==> src/rtl/ipid_pkg.sv <==
// Shared types and constants for the incremental PID controller with integral separation.
package ipid_pkg;

  localparam int ERR_W      = 17;
  localparam int DIFF_W     = 18;
  localparam int DDIFF_W    = 19;
  localparam int GAIN_W     = 16;
  localparam int DRIVE_W    = 32;
  localparam int PROD_W     = 36;
  localparam int SUM_W      = 38;
  localparam int CFG_IDX_W  = 3;
  localparam int CFG_DATA_W = 32;

  localparam logic [1:0] OP_UPDATE = 2'd0;
  localparam logic [1:0] OP_CLEAR  = 2'd1;
  localparam logic [1:0] OP_PRESET = 2'd2;

  localparam logic [CFG_IDX_W-1:0] REG_GAIN_P        = 3'd0;
  localparam logic [CFG_IDX_W-1:0] REG_GAIN_I        = 3'd1;
  localparam logic [CFG_IDX_W-1:0] REG_GAIN_D        = 3'd2;
  localparam logic [CFG_IDX_W-1:0] REG_TARGET        = 3'd3;
  localparam logic [CFG_IDX_W-1:0] REG_DRIVE_FLOOR   = 3'd4;
  localparam logic [CFG_IDX_W-1:0] REG_DRIVE_CEILING = 3'd5;
  localparam logic [CFG_IDX_W-1:0] REG_SEP_LIMIT     = 3'd6;

  typedef enum logic [1:0] {
    BASE_DRIVE = 2'd0,
    BASE_ZERO  = 2'd1,
    BASE_LOAD  = 2'd2,
    BASE_KEEP  = 2'd3
  } base_sel_t;

  typedef struct packed {
    logic [1:0]                opcode;
    logic signed [15:0]        measurement;
    logic signed [DRIVE_W-1:0] preset_value;
  } in_item_t;

  typedef struct packed {
    logic signed [DRIVE_W-1:0] drive;
    logic                      pd_mode;
  } out_item_t;

  typedef struct packed {
    logic [GAIN_W-1:0]         gain_p;
    logic [GAIN_W-1:0]         gain_i;
    logic [GAIN_W-1:0]         gain_d;
    logic signed [15:0]        target;
    logic signed [DRIVE_W-1:0] drive_floor;
    logic signed [DRIVE_W-1:0] drive_ceiling;
    logic [15:0]               separation_limit;
  } cfg_t;

  typedef struct packed {
    base_sel_t                 base_sel;
    logic                      pd_mode;
    logic signed [DIFF_W-1:0]  term_p;
    logic signed [ERR_W-1:0]   term_i;
    logic signed [DDIFF_W-1:0] term_d;
    logic signed [DRIVE_W-1:0] load;
  } cmd_t;

  typedef struct packed {
    logic full;
    logic empty;
  } q_stat_t;

  typedef struct packed {
    logic busy;
  } back_stat_t;

endpackage

==> src/rtl/ipid_front.sv <==
// Front end: accepts items, forms the error terms and keeps the error history.
module ipid_front (
  input  logic             clk,
  input  logic             rst_n,
  input  logic             in_valid,
  output logic             in_stall,
  input  ipid_pkg::in_item_t in_item,
  input  ipid_pkg::cfg_t   cfg,
  input  ipid_pkg::q_stat_t q_stat,
  output logic             push,
  output ipid_pkg::cmd_t   push_cmd
);
  import ipid_pkg::*;

  logic signed [ERR_W-1:0]   last_err_r, last_err_nxt;
  logic signed [ERR_W-1:0]   older_err_r, older_err_nxt;
  logic signed [ERR_W-1:0]   err;
  logic signed [DIFF_W-1:0]  diff1;
  logic signed [DDIFF_W-1:0] diff2;
  logic [ERR_W-1:0]          mag;
  logic                      sep_hit;

  assign in_stall = q_stat.full;
  assign push     = in_valid && !in_stall;

  assign err   = ERR_W'(cfg.target) - ERR_W'(in_item.measurement);
  assign diff1 = DIFF_W'(err) - DIFF_W'(last_err_r);
  assign diff2 = DDIFF_W'(err) - (DDIFF_W'(last_err_r) <<< 1) + DDIFF_W'(older_err_r);
  assign mag   = err[ERR_W-1] ? ERR_W'(-err) : ERR_W'(err);
  assign sep_hit = (cfg.separation_limit != '0) && (mag >= ERR_W'(cfg.separation_limit));

  always_comb begin
    push_cmd          = '0;
    push_cmd.base_sel = BASE_KEEP;
    last_err_nxt      = last_err_r;
    older_err_nxt     = older_err_r;
    case (in_item.opcode)
      OP_UPDATE: begin
        if (sep_hit) begin
          push_cmd.base_sel = BASE_ZERO;
          push_cmd.pd_mode  = 1'b1;
          push_cmd.term_p   = DIFF_W'(err);
          push_cmd.term_d   = DDIFF_W'(diff1);
        end else begin
          push_cmd.base_sel = BASE_DRIVE;
          push_cmd.term_p   = diff1;
          push_cmd.term_i   = err;
          push_cmd.term_d   = diff2;
        end
        last_err_nxt  = err;
        older_err_nxt = last_err_r;
      end
      OP_CLEAR: begin
        push_cmd.base_sel = BASE_LOAD;
        push_cmd.load     = cfg.drive_floor;
        last_err_nxt      = '0;
        older_err_nxt     = '0;
      end
      OP_PRESET: begin
        push_cmd.base_sel = BASE_LOAD;
        push_cmd.load     = in_item.preset_value;
      end
      default: begin
        push_cmd.base_sel = BASE_KEEP;
      end
    endcase
  end

  always_ff @(posedge clk) begin
    if (!rst_n) begin
      last_err_r  <= '0;
      older_err_r <= '0;
    end else if (push) begin
      last_err_r  <= last_err_nxt;
      older_err_r <= older_err_nxt;
    end
  end

endmodule

==> src/rtl/ipid_queue.sv <==
// Short queue of classified items between the front end and the back end.
module ipid_queue #(
  parameter int DEPTH = 2
) (
  input  logic              clk,
  input  logic              rst_n,
  input  logic              push,
  input  ipid_pkg::cmd_t    push_cmd,
  input  logic              pop,
  output ipid_pkg::cmd_t    head,
  output ipid_pkg::q_stat_t stat
);
  import ipid_pkg::*;

  localparam int PTR_W = $clog2(DEPTH);
  localparam int CNT_W = $clog2(DEPTH + 1);

  cmd_t             slot_r [DEPTH];
  logic [PTR_W-1:0] wr_ptr_r, rd_ptr_r;
  logic [CNT_W-1:0] count_r;
  logic             do_push, do_pop;

  assign stat.full  = (count_r == CNT_W'(DEPTH));
  assign stat.empty = (count_r == '0);
  assign do_push    = push && !stat.full;
  assign do_pop     = pop && !stat.empty;
  assign head       = slot_r[rd_ptr_r];

  always_ff @(posedge clk) begin
    if (do_push) begin
      slot_r[wr_ptr_r] <= push_cmd;
    end
  end

  always_ff @(posedge clk) begin
    if (!rst_n) begin
      wr_ptr_r <= '0;
      rd_ptr_r <= '0;
      count_r  <= '0;
    end else begin
      if (do_push) begin
        wr_ptr_r <= (wr_ptr_r == PTR_W'(DEPTH - 1)) ? '0 : wr_ptr_r + 1'b1;
      end
      if (do_pop) begin
        rd_ptr_r <= (rd_ptr_r == PTR_W'(DEPTH - 1)) ? '0 : rd_ptr_r + 1'b1;
      end
      if (do_push && !do_pop) begin
        count_r <= count_r + 1'b1;
      end else if (do_pop && !do_push) begin
        count_r <= count_r - 1'b1;
      end
    end
  end

endmodule

==> src/rtl/ipid_back.sv <==
// Back end: gain products, output accumulation, clamping and the output register.
module ipid_back (
  input  logic                 clk,
  input  logic                 rst_n,
  input  ipid_pkg::cfg_t       cfg,
  input  ipid_pkg::q_stat_t    q_stat,
  input  ipid_pkg::cmd_t       head,
  output logic                 pop,
  output logic                 out_valid,
  input  logic                 out_stall,
  output ipid_pkg::out_item_t  out_item,
  output ipid_pkg::back_stat_t stat
);
  import ipid_pkg::*;

  logic                      mul_valid_r;
  logic signed [PROD_W-1:0]  prod_p_r, prod_i_r, prod_d_r;
  base_sel_t                 base_sel_r;
  logic                      pd_r;
  logic signed [DRIVE_W-1:0] load_r;
  logic signed [DRIVE_W-1:0] drive_r;
  logic                      out_valid_r;
  out_item_t                 out_item_r;

  logic                      fire;
  logic signed [PROD_W-1:0]  prod_p, prod_i, prod_d;
  logic signed [DRIVE_W-1:0] base;
  logic signed [SUM_W-1:0]   sum, ceil_x, floor_x, upper, limited;
  logic signed [DRIVE_W-1:0] result;

  assign fire      = mul_valid_r && (!out_valid_r || !out_stall);
  assign pop       = !q_stat.empty && (!mul_valid_r || fire);
  assign out_valid = out_valid_r;
  assign out_item  = out_item_r;
  assign stat.busy = mul_valid_r;

  assign prod_p = PROD_W'($signed({1'b0, cfg.gain_p})) * PROD_W'(head.term_p);
  assign prod_i = PROD_W'($signed({1'b0, cfg.gain_i})) * PROD_W'(head.term_i);
  assign prod_d = PROD_W'($signed({1'b0, cfg.gain_d})) * PROD_W'(head.term_d);

  always_comb begin
    case (base_sel_r)
      BASE_DRIVE: base = drive_r;
      BASE_ZERO:  base = '0;
      BASE_LOAD:  base = load_r;
      BASE_KEEP:  base = drive_r;
      default:    base = drive_r;
    endcase
  end

  assign sum     = SUM_W'(base) + SUM_W'(prod_p_r) + SUM_W'(prod_i_r) + SUM_W'(prod_d_r);
  assign ceil_x  = SUM_W'(cfg.drive_ceiling);
  assign floor_x = SUM_W'(cfg.drive_floor);
  assign upper   = (sum > ceil_x) ? ceil_x : sum;
  assign limited = (upper < floor_x) ? floor_x : upper;
  assign result  = (base_sel_r == BASE_KEEP) ? drive_r : DRIVE_W'(limited);

  always_ff @(posedge clk) begin
    if (pop) begin
      prod_p_r   <= prod_p;
      prod_i_r   <= prod_i;
      prod_d_r   <= prod_d;
      base_sel_r <= head.base_sel;
      pd_r       <= head.pd_mode;
      load_r     <= head.load;
    end
    if (fire) begin
      out_item_r.drive   <= result;
      out_item_r.pd_mode <= pd_r;
    end
  end

  always_ff @(posedge clk) begin
    if (!rst_n) begin
      mul_valid_r <= 1'b0;
      out_valid_r <= 1'b0;
      drive_r     <= '0;
    end else begin
      if (pop) begin
        mul_valid_r <= 1'b1;
      end else if (fire) begin
        mul_valid_r <= 1'b0;
      end
      if (fire) begin
        out_valid_r <= 1'b1;
        drive_r     <= result;
      end else if (!out_stall) begin
        out_valid_r <= 1'b0;
      end
    end
  end

endmodule

==> src/rtl/incremental_pid_integral_separation_core.sv <==
// Top level of the incremental PID controller with integral separation.
//
//   Channel | Ports                            | Direction
//   --------+----------------------------------+----------
//   input   | in_valid, in_stall, in_item      | item in
//   result  | out_valid, out_stall, out_item   | item out
//   config  | cfg_we, cfg_index, cfg_wdata     | write only
//
// One item is taken per cycle while the queue is not full; each item passes through the
// queue slot, the product registers and the output register before its result appears.
// The output feedback loop (the sum and the clamp in the back end) sets the clock.
// Reset is synchronous and active low; it loads the register defaults and clears
// the error history, the output level and the queue.
// A stall on the result side fills the queue; the input stalls only when it is full.
module incremental_pid_integral_separation_core #(
  parameter int QUEUE_DEPTH = 2
) (
  input  logic                              clk,
  input  logic                              rst_n,
  input  logic                              in_valid,
  output logic                              in_stall,
  input  ipid_pkg::in_item_t                in_item,
  output logic                              out_valid,
  input  logic                              out_stall,
  output ipid_pkg::out_item_t               out_item,
  input  logic                              cfg_we,
  input  logic [ipid_pkg::CFG_IDX_W-1:0]    cfg_index,
  input  logic [ipid_pkg::CFG_DATA_W-1:0]   cfg_wdata
);
  import ipid_pkg::*;

  cfg_t       cfg_r;
  q_stat_t    q_stat;
  back_stat_t back_stat;
  cmd_t       push_cmd, head;
  logic       push, pop;

  always_ff @(posedge clk) begin
    if (!rst_n) begin
      cfg_r.gain_p           <= 16'd256;
      cfg_r.gain_i           <= '0;
      cfg_r.gain_d           <= '0;
      cfg_r.target           <= '0;
      cfg_r.drive_floor      <= '0;
      cfg_r.drive_ceiling    <= 32'sd6553600;
      cfg_r.separation_limit <= '0;
    end else if (cfg_we) begin
      case (cfg_index)
        REG_GAIN_P:        cfg_r.gain_p           <= cfg_wdata[15:0];
        REG_GAIN_I:        cfg_r.gain_i           <= cfg_wdata[15:0];
        REG_GAIN_D:        cfg_r.gain_d           <= cfg_wdata[15:0];
        REG_TARGET:        cfg_r.target           <= cfg_wdata[15:0];
        REG_DRIVE_FLOOR:   cfg_r.drive_floor      <= cfg_wdata;
        REG_DRIVE_CEILING: cfg_r.drive_ceiling    <= cfg_wdata;
        REG_SEP_LIMIT:     cfg_r.separation_limit <= cfg_wdata[15:0];
        default: begin
        end
      endcase
    end
  end

  ipid_front u_front (
    .clk      (clk),
    .rst_n    (rst_n),
    .in_valid (in_valid),
    .in_stall (in_stall),
    .in_item  (in_item),
    .cfg      (cfg_r),
    .q_stat   (q_stat),
    .push     (push),
    .push_cmd (push_cmd)
  );

  ipid_queue #(
    .DEPTH (QUEUE_DEPTH)
  ) u_queue (
    .clk      (clk),
    .rst_n    (rst_n),
    .push     (push),
    .push_cmd (push_cmd),
    .pop      (pop),
    .head     (head),
    .stat     (q_stat)
  );

  ipid_back u_back (
    .clk       (clk),
    .rst_n     (rst_n),
    .cfg       (cfg_r),
    .q_stat    (q_stat),
    .head      (head),
    .pop       (pop),
    .out_valid (out_valid),
    .out_stall (out_stall),
    .out_item  (out_item),
    .stat      (back_stat)
  );

`ifndef SYNTH
  // The queue can never report full and empty together.
  assert property (@(posedge clk) disable iff (!rst_n) !(q_stat.full && q_stat.empty))
    else $error("queue reports full and empty at once");

  // An item pushed into an empty queue is still there in the next cycle.
  assert property (@(posedge clk) disable iff (!rst_n)
    (in_valid && !in_stall && q_stat.empty) |=> !q_stat.empty)
    else $error("item lost on entry to the queue");

  // The back end keeps its item while the output register is held.
  assert property (@(posedge clk) disable iff (!rst_n)
    (back_stat.busy && out_valid && out_stall) |=> back_stat.busy)
    else $error("back end dropped an item during a stall");
`endif

endmodule
==> config.mk <==
export PLATFORM = sky130hd
export DESIGN_NAME = incremental_pid_integral_separation_core
export DESIGN_NICKNAME = d
export VERILOG_FILES = /design/src/rtl/ipid_pkg.sv /design/src/rtl/ipid_front.sv /design/src/rtl/ipid_queue.sv /design/src/rtl/ipid_back.sv /design/src/rtl/incremental_pid_integral_separation_core.sv
export SDC_FILE = /design/constraint.sdc
export NUM_CORES = 2
export LEC_CHECK = 0
export ABC_AREA = 0
export BUFFER_PORTS_ARGS = -buffer_cell sky130_fd_sc_hd__buf_2
export CAP_MARGIN = 10
export CORE_MARGIN = 3
export CORE_UTILIZATION = 33
export CTS_CLUSTER_SIZE = 25
export DETAILED_ROUTE_END_ITERATION = 10
export RECOVER_POWER = 50
export SETUP_SLACK_MARGIN = 0.3
export SYNTH_ARGS = -nofsm -noshare
export SYNTH_HDL_FRONTEND = slang
export SYNTH_SLANG_ARGS = --single-unit
==> constraint.sdc <==
create_clock -name clk -period 14.9 [get_ports clk]
set_input_delay 2.235 -clock clk [delete_from_list [all_inputs] [get_ports clk]]
set_output_delay 2.235 -clock clk [all_outputs]
set_load 0.1 [all_outputs]
======== Word level (Yosys, flattened, before mapping) ========
Memories as Yosys holds them, arrays and structs flattened. A register that Yosys moved wholly into a read port is not among the register bits.
Cells that the tools add are included.
Widths: inputs -> output; s select.
storage, ports and cells
  flip-flop bits (word level) ............. 389
  bits in writable memories ............... 178
  input bits .............................. 90
  word-level logic and storage cells ...... 117
  memories kept ........................... 1
memories
  memory          depth  bits a word  rd ports  clocked after memory_dff  write ports  line              source
  u_queue.slot_r  2      89           1         1                         1            ipid_queue.sv:18  cmd_t slot_r [DEPTH];
operators by class
  add/sub/neg operators ................... 12
  multipliers ............................. 3
  order comparisons ....................... 3
  equality and inequality tests ........... 13
  multiplexer cells ....................... 27
  reductions and logical operators ........ 35
operators with widths
  kind              count
  $pmux 32 s3       1
  $pmux 17 s2       2
  $mux 32           2
  $pmux 32 s2       1
  $mux 55           1
  $add 38x36->38    1
  $gt 38x32->1      1
  $lt 38x32->1      1
  $mux 38           1
  $add 36x34->37    1
  $add 32x35->36    1
  $mul 17x19->36    1
  $mul 17x18->35    1
  $mul 17x17->34    1
  $mux 17           2
  $add 19x17->19    1
  $mux 19           1
  $sub 17x18->19    1
  $mux 18           1
  $sub 17x17->18    1
  $ge 17x16->1      1
  $neg 17->17       1
  $sub 16x16->17    1
  $reduce_and 2->1  8
  20 further kinds  59

======== Depth between registers and ports, before layout ========
  depth after elaboration ................. 11
  gate-level depth with buffers ........... 55
  mapped depth without buffers ............ 50

======== Modules after synthesis ========
A second synthesis with hierarchy kept.
unflattened totals
  cell total of the unflattened synthesis .. 6514
  area total of the unflattened synthesis .. 63492.1 um^2
by module, submodules not included
  module                                    times used  cells each  area each (um^2)  seq. area each (um^2)
  ipid_back                                 1           4815        45228.4           5875.6
  ipid_queue                                1           302         6687.7            5445.2
  ipid_front                                1           883         6284.8            680.7
  incremental_pid_integral_separation_core  1           514         5291.3            2882.8

======== Least setup slack after synthesis ========
OpenSTA, ideal clock, no wires.
  path kind ............................... register -> register
  start point ............................. register u_back.base_sel_r[1]
  end point ............................... register u_back.out_item_r (netlist bit u_back.out_item[1]) (data pin)
  setup time .............................. 266 ps
  arrival time ............................ 10485 ps
  data required time ...................... 14634 ps
  setup slack ............................. 4149 ps
  stages on the path, launching flop included .. 50
  path buffers ............................ 4
  clock period less this slack ............ 10751 ps
  cell sequence ........................... edfxtp_1 > ha_1 > clkbuf_1 > a22oi_1 > or2_2 > fa_1 > inv_1 > ha_1 > nand4_1 > or4_1 > o32a_1 > o31a_1 > a2111oi_0 > o21ai_1 > nand2b_1 > a21oi_1 > xnor2_1 > ha_1 > [14 not listed] > a21oi_1 > nor2_1 > clkbuf_1 > clkbuf_1 > mux2_2 > ha_1 > a21o_1 > a21o_1 > a21oi_1 > o21ai_0 > a41oi_1 > nand3_1 > a31oi_1 > o21ai_1 > xor2_1 > clkbuf_1 > mux2i_1 > o21ai_1
between the ends
  cells in the longest elaborated chain, start to end .. 11
ends and longest elaborated chain
  what                                                  line                              source
  from (decl)                                           ipid_back.sv:18                   base_sel_t base_sel_r;
  from (signal assigned)                                ipid_back.sv:63                   base_sel_r <= head.base_sel;
  $eq 2x2->1 / $logic_not 2->1 (equally long branches)  ipid_back.sv:42, ipid_back.sv:56
  $reduce_or 2->1 (no source line)                      n/a
  $pmux 32 s3                                           ipid_back.sv:42                   case (base_sel_r)
  $add 32x35->36                                        ipid_back.sv:51                   assign sum = SUM_W'(base) + SUM_W'(prod_p_r) + SUM_W'(prod_i_r) + SUM_W'(prod_d_r);
  $add 36x34->37                                        ipid_back.sv:51
  $add 38x36->38                                        ipid_back.sv:51
  $gt 38x32->1                                          ipid_back.sv:54                   assign upper = (sum > ceil_x) ? ceil_x : sum;
  $mux 38                                               ipid_back.sv:54
  $lt 38x32->1                                          ipid_back.sv:55                   assign limited = (upper < floor_x) ? floor_x : upper;
  $mux 32                                               ipid_back.sv:55
  $mux 32 (*)                                           ipid_back.sv:56                   assign result = (base_sel_r == BASE_KEEP) ? drive_r : DRIVE_W'(limited);
  named net u_back.result[0]                            ipid_back.sv:29                   logic signed [DRIVE_W-1:0] result;
  to (decl)                                             ipid_back.sv:23                   out_item_t out_item_r;
Mark *: on every way through the listed nets, which the timed path passes. The rest lies on a longest branch.
A chain may end at the register's enable or synchronous reset.

======== Worst setup path after layout ========
  start point ............................. register u_back.base_sel_r[0]
  end point ............................... register u_back.out_item_r (netlist bit u_back.out_item[11]) (data pin)
Same word-level chain as after synthesis.

==> metrics.md <==
| Metric | Value |
|---|---|
| Status | `finished with violations` |
| Failing checks | `max-capacitance violations, max-slew violations` |
| CP Launch Type | `flip-flop` |
| Number of enable flip-flop cells after synthesis | `approximately 350` |
| Stages on the worst setup path | `50` |
| Clock skew | `roughly 0.029 ns` |
| Flop-to-flop setup slack | `roughly 1.8 ns` |
| Achievable frequency | `roughly 76 MHz` |
| DRT iter0 DRCs | `between 3000 and 4000` |
| Die height | `between 400 and 500 um` |
| Critical path type | `reg2reg` |
| Most common cell in the netlist | `inv_1` |
| Final setup fails | `0` |
| Syn Inst Count | `roughly 6500` |
| Hold Vio Cnt, Final | `0` |
| Kind of end point of the critical path | `flip-flop` |
| Reg-to-reg critical path startpoint | `u_back.base_sel_r[0]` |
| Synthesized area per cell | `~9.6 um^2` |
| Core area | `around 190000 um^2` |
| Reg2reg end | `u_back.out_item[11]` |
| Antenna Cells | `0` |
| Clock slew at reported path FFs | `roughly 0.060 ns` |
| Max_cap viols | `11` |
| Final Max Tran Viols | `about 500` |
| Crit path time final | `roughly 13 ns` |
| Antenna violations before repair | `14` |
| Clk_lat worst skew | `0.67 ns` |
| Cell taking the most area after synthesis | `fa_1` |
| Seq cells post-synth | `568` |
| Worst path slowest cell | `xor2_4` |
| Synth cell count leaders | `inv_1, nand2_1, fa_1` |
| # rows | `158` |
| Synthesis-to-layout area growth | `8.63%` |
| H-tree Lvls | `3` |
| Max Buffers Root-to-Sink | `3` |
| Post-DP HPWL | `approximately 140000 um` |
| CP arrival | `roughly 13 ns` |
| NumNets Final | `8006` |
| Die area | `between 150000 and 200000 um^2` |
| Synth Warn # | `0` |
| Ys flop type | `edfxtp_1` |
| I/O Pins | `roughly 130` |
| Post-cts sizing count | `0` |
| DRC viols | `0` |
| Final Core Density | `0.363` |
| Via count of the first global-routing pass | `~48000` |
| Die W | `441 um` |
| Crit-path max FO | `between 40 and 50` |
| Num CTS Buffers | `66` |
| Top cell type's share of synthesized area | `0.278` |
| First-pass GRT wire length | `~280000 um` |
| Cell family with most CP delay | `compound AO/OA/AOI/OAI gates` |
| Synthesized Nets | `8005` |
| Slew HR | `-2.10` |
| Unrepaired setup endpoints after global routing | `false` |
| Critical path endpoint | `u_back.out_item[11]` |
| Drt pass-1 iters | `5` |
| Area of the mapped netlist | `62400 um^2` |
| Worst path bufs/invs | `4` |
| Via count | `between 40000 and 50000` |
| Wire per inst | `19.8 um` |
| Total congestion overflow | `0` |
| Asr flop ratio synth | `0` |
| Largest net degree at the start of global routing | `90` |
| Placer congestion estimate | `a little under 0.9` |
| Slowest stage delay, CP | `a little under 0.7 ns` |
| Final setup TNS | `0 ns` |
| Post-synth cell types | `between 70 and 80` |
| Hold Path Class | `reg2reg` |
| All-Layer GR Usage | `0.186` |
| Required time worst endpoint | `approximately 15 ns` |
| Routed WL | `about 180000 um` |
| Share of layout cells above drive strength 1 | `0.0654` |
| Root buffer cell | `clkbuf_16` |
| Vias per Instance | `roughly 5.0` |
| Port bufs | `around 120` |
| CTS tree | `built` |
| Worst reg2reg path depth | `50` |
| Initial Util | `0.334` |
| Largest cells by area after synthesis | `fa_1, edfxtp_1, ha_1` |
| ANT nets after route | `0` |
| Tcrit/Tclk final | `0.879` |
| CTS Hold Bufs | `0` |
| Worst-Margin Slew | `4.62 ns` |
| Clock Sinks | `~570` |
| Setup repair bufs after CTS | `0` |
| Crit path from | `u_back.base_sel_r[0]` |
| Register area share after synthesis | `0.239` |
## flip-flops by register name, summed over array words and instances (netlist names), 2 cells and up, named ones only
signal               flops
u_queue.count_r          2
u_back.load_r           32
u_back.prod_i_r         34
u_back.out_item         33
u_back.prod_d_r         36
cfg_r                  144
u_front.older_err_r     17
u_back.drive_r          32
u_back.prod_p_r         35
u_queue.slot_r         178
u_back.base_sel_r        2
u_front.last_err_r      17
## cell type report
class	instances	area (um^2)
well taps	2480	3100
flip-flops and latches	568	14900
inverters	1110	4170
repair buffers	185	1040
fillers	18700	119000
multi-input cells	4587	42400
clock buffers	85	1750
clock inverters	36	393
## layer usage
metal  global-route usage  routed length, um
met5                    0                 20
met4               0.0458               4470
met3               0.0306              12100
met2                0.301              80700
met1                0.258              81700
## layout by cell type, fill, tap and decap left out, drive strengths merged, types with 17 or more instances in the layout
cell type	count
a21oi	340
inv	1116
edfxtp	351
o221ai	17
ha	533
o21bai	27
nand2	921
clkbuf	100
a21o	78
mux2i	61
dfxtp	217
xnor2	163
nand4	42
o21a	42
xor2	53
clkinv	18
a211oi	34
buf	170
nand2b	43
a31oi	20
mux2	123
o21ai	159
a22oi	78
or2	19
nand3	49
and2	320
nor3	52
fa	865
nor2b	164
nor2	235
## worst min path at each step
stage	depth (start not counted)	start	slack (ns)	to
2_1_floorplan	0	u_back.pd_r	0.40	u_back.out_item[0]
3_3_place_gp	0	u_back.pd_r	0.41	u_back.out_item[0]
3_5_place_dp	0	u_back.pd_r	0.43	u_back.out_item[0]
4_1_cts	0	u_back.pd_r	0.43	u_back.out_item[0]
5_1_grt	0	u_back.pd_r	0.43	u_back.out_item[0]
6_report	0	u_back.pd_r	0.42	u_back.out_item[0]
## kinds of logic after synthesis
group | share of synthesized area
and+or+nand+nor | 0.143
AOI/OAI and AO/OA | 0.0881
DFF | 0.239
xor gates and xnor gates | 0.0303
muxes | 0.0320
adders and majority gates | 0.385
buffers and inverters | 0.0827
## through the flow
step | instances | instance area [um^2] | hold WS, ns | setup WS (ns)
floorplan | 6517 | 62400 | 0.400 | 4.15
global placement | 8930 | 65700 | 0.407 | 2.00
detailed placement | 8930 | 65700 | 0.426 | 1.92
CTS | 9051 | 67800 | 0.427 | 1.85
global route | 9051 | 67700 | 0.429 | 0.932
finish | 9051 | 67700 | 0.423 | 1.80
Power is left out: the tool's default activity adds up to more than one toggle a clock period on the data nets, which glitch-free logic cannot reach.
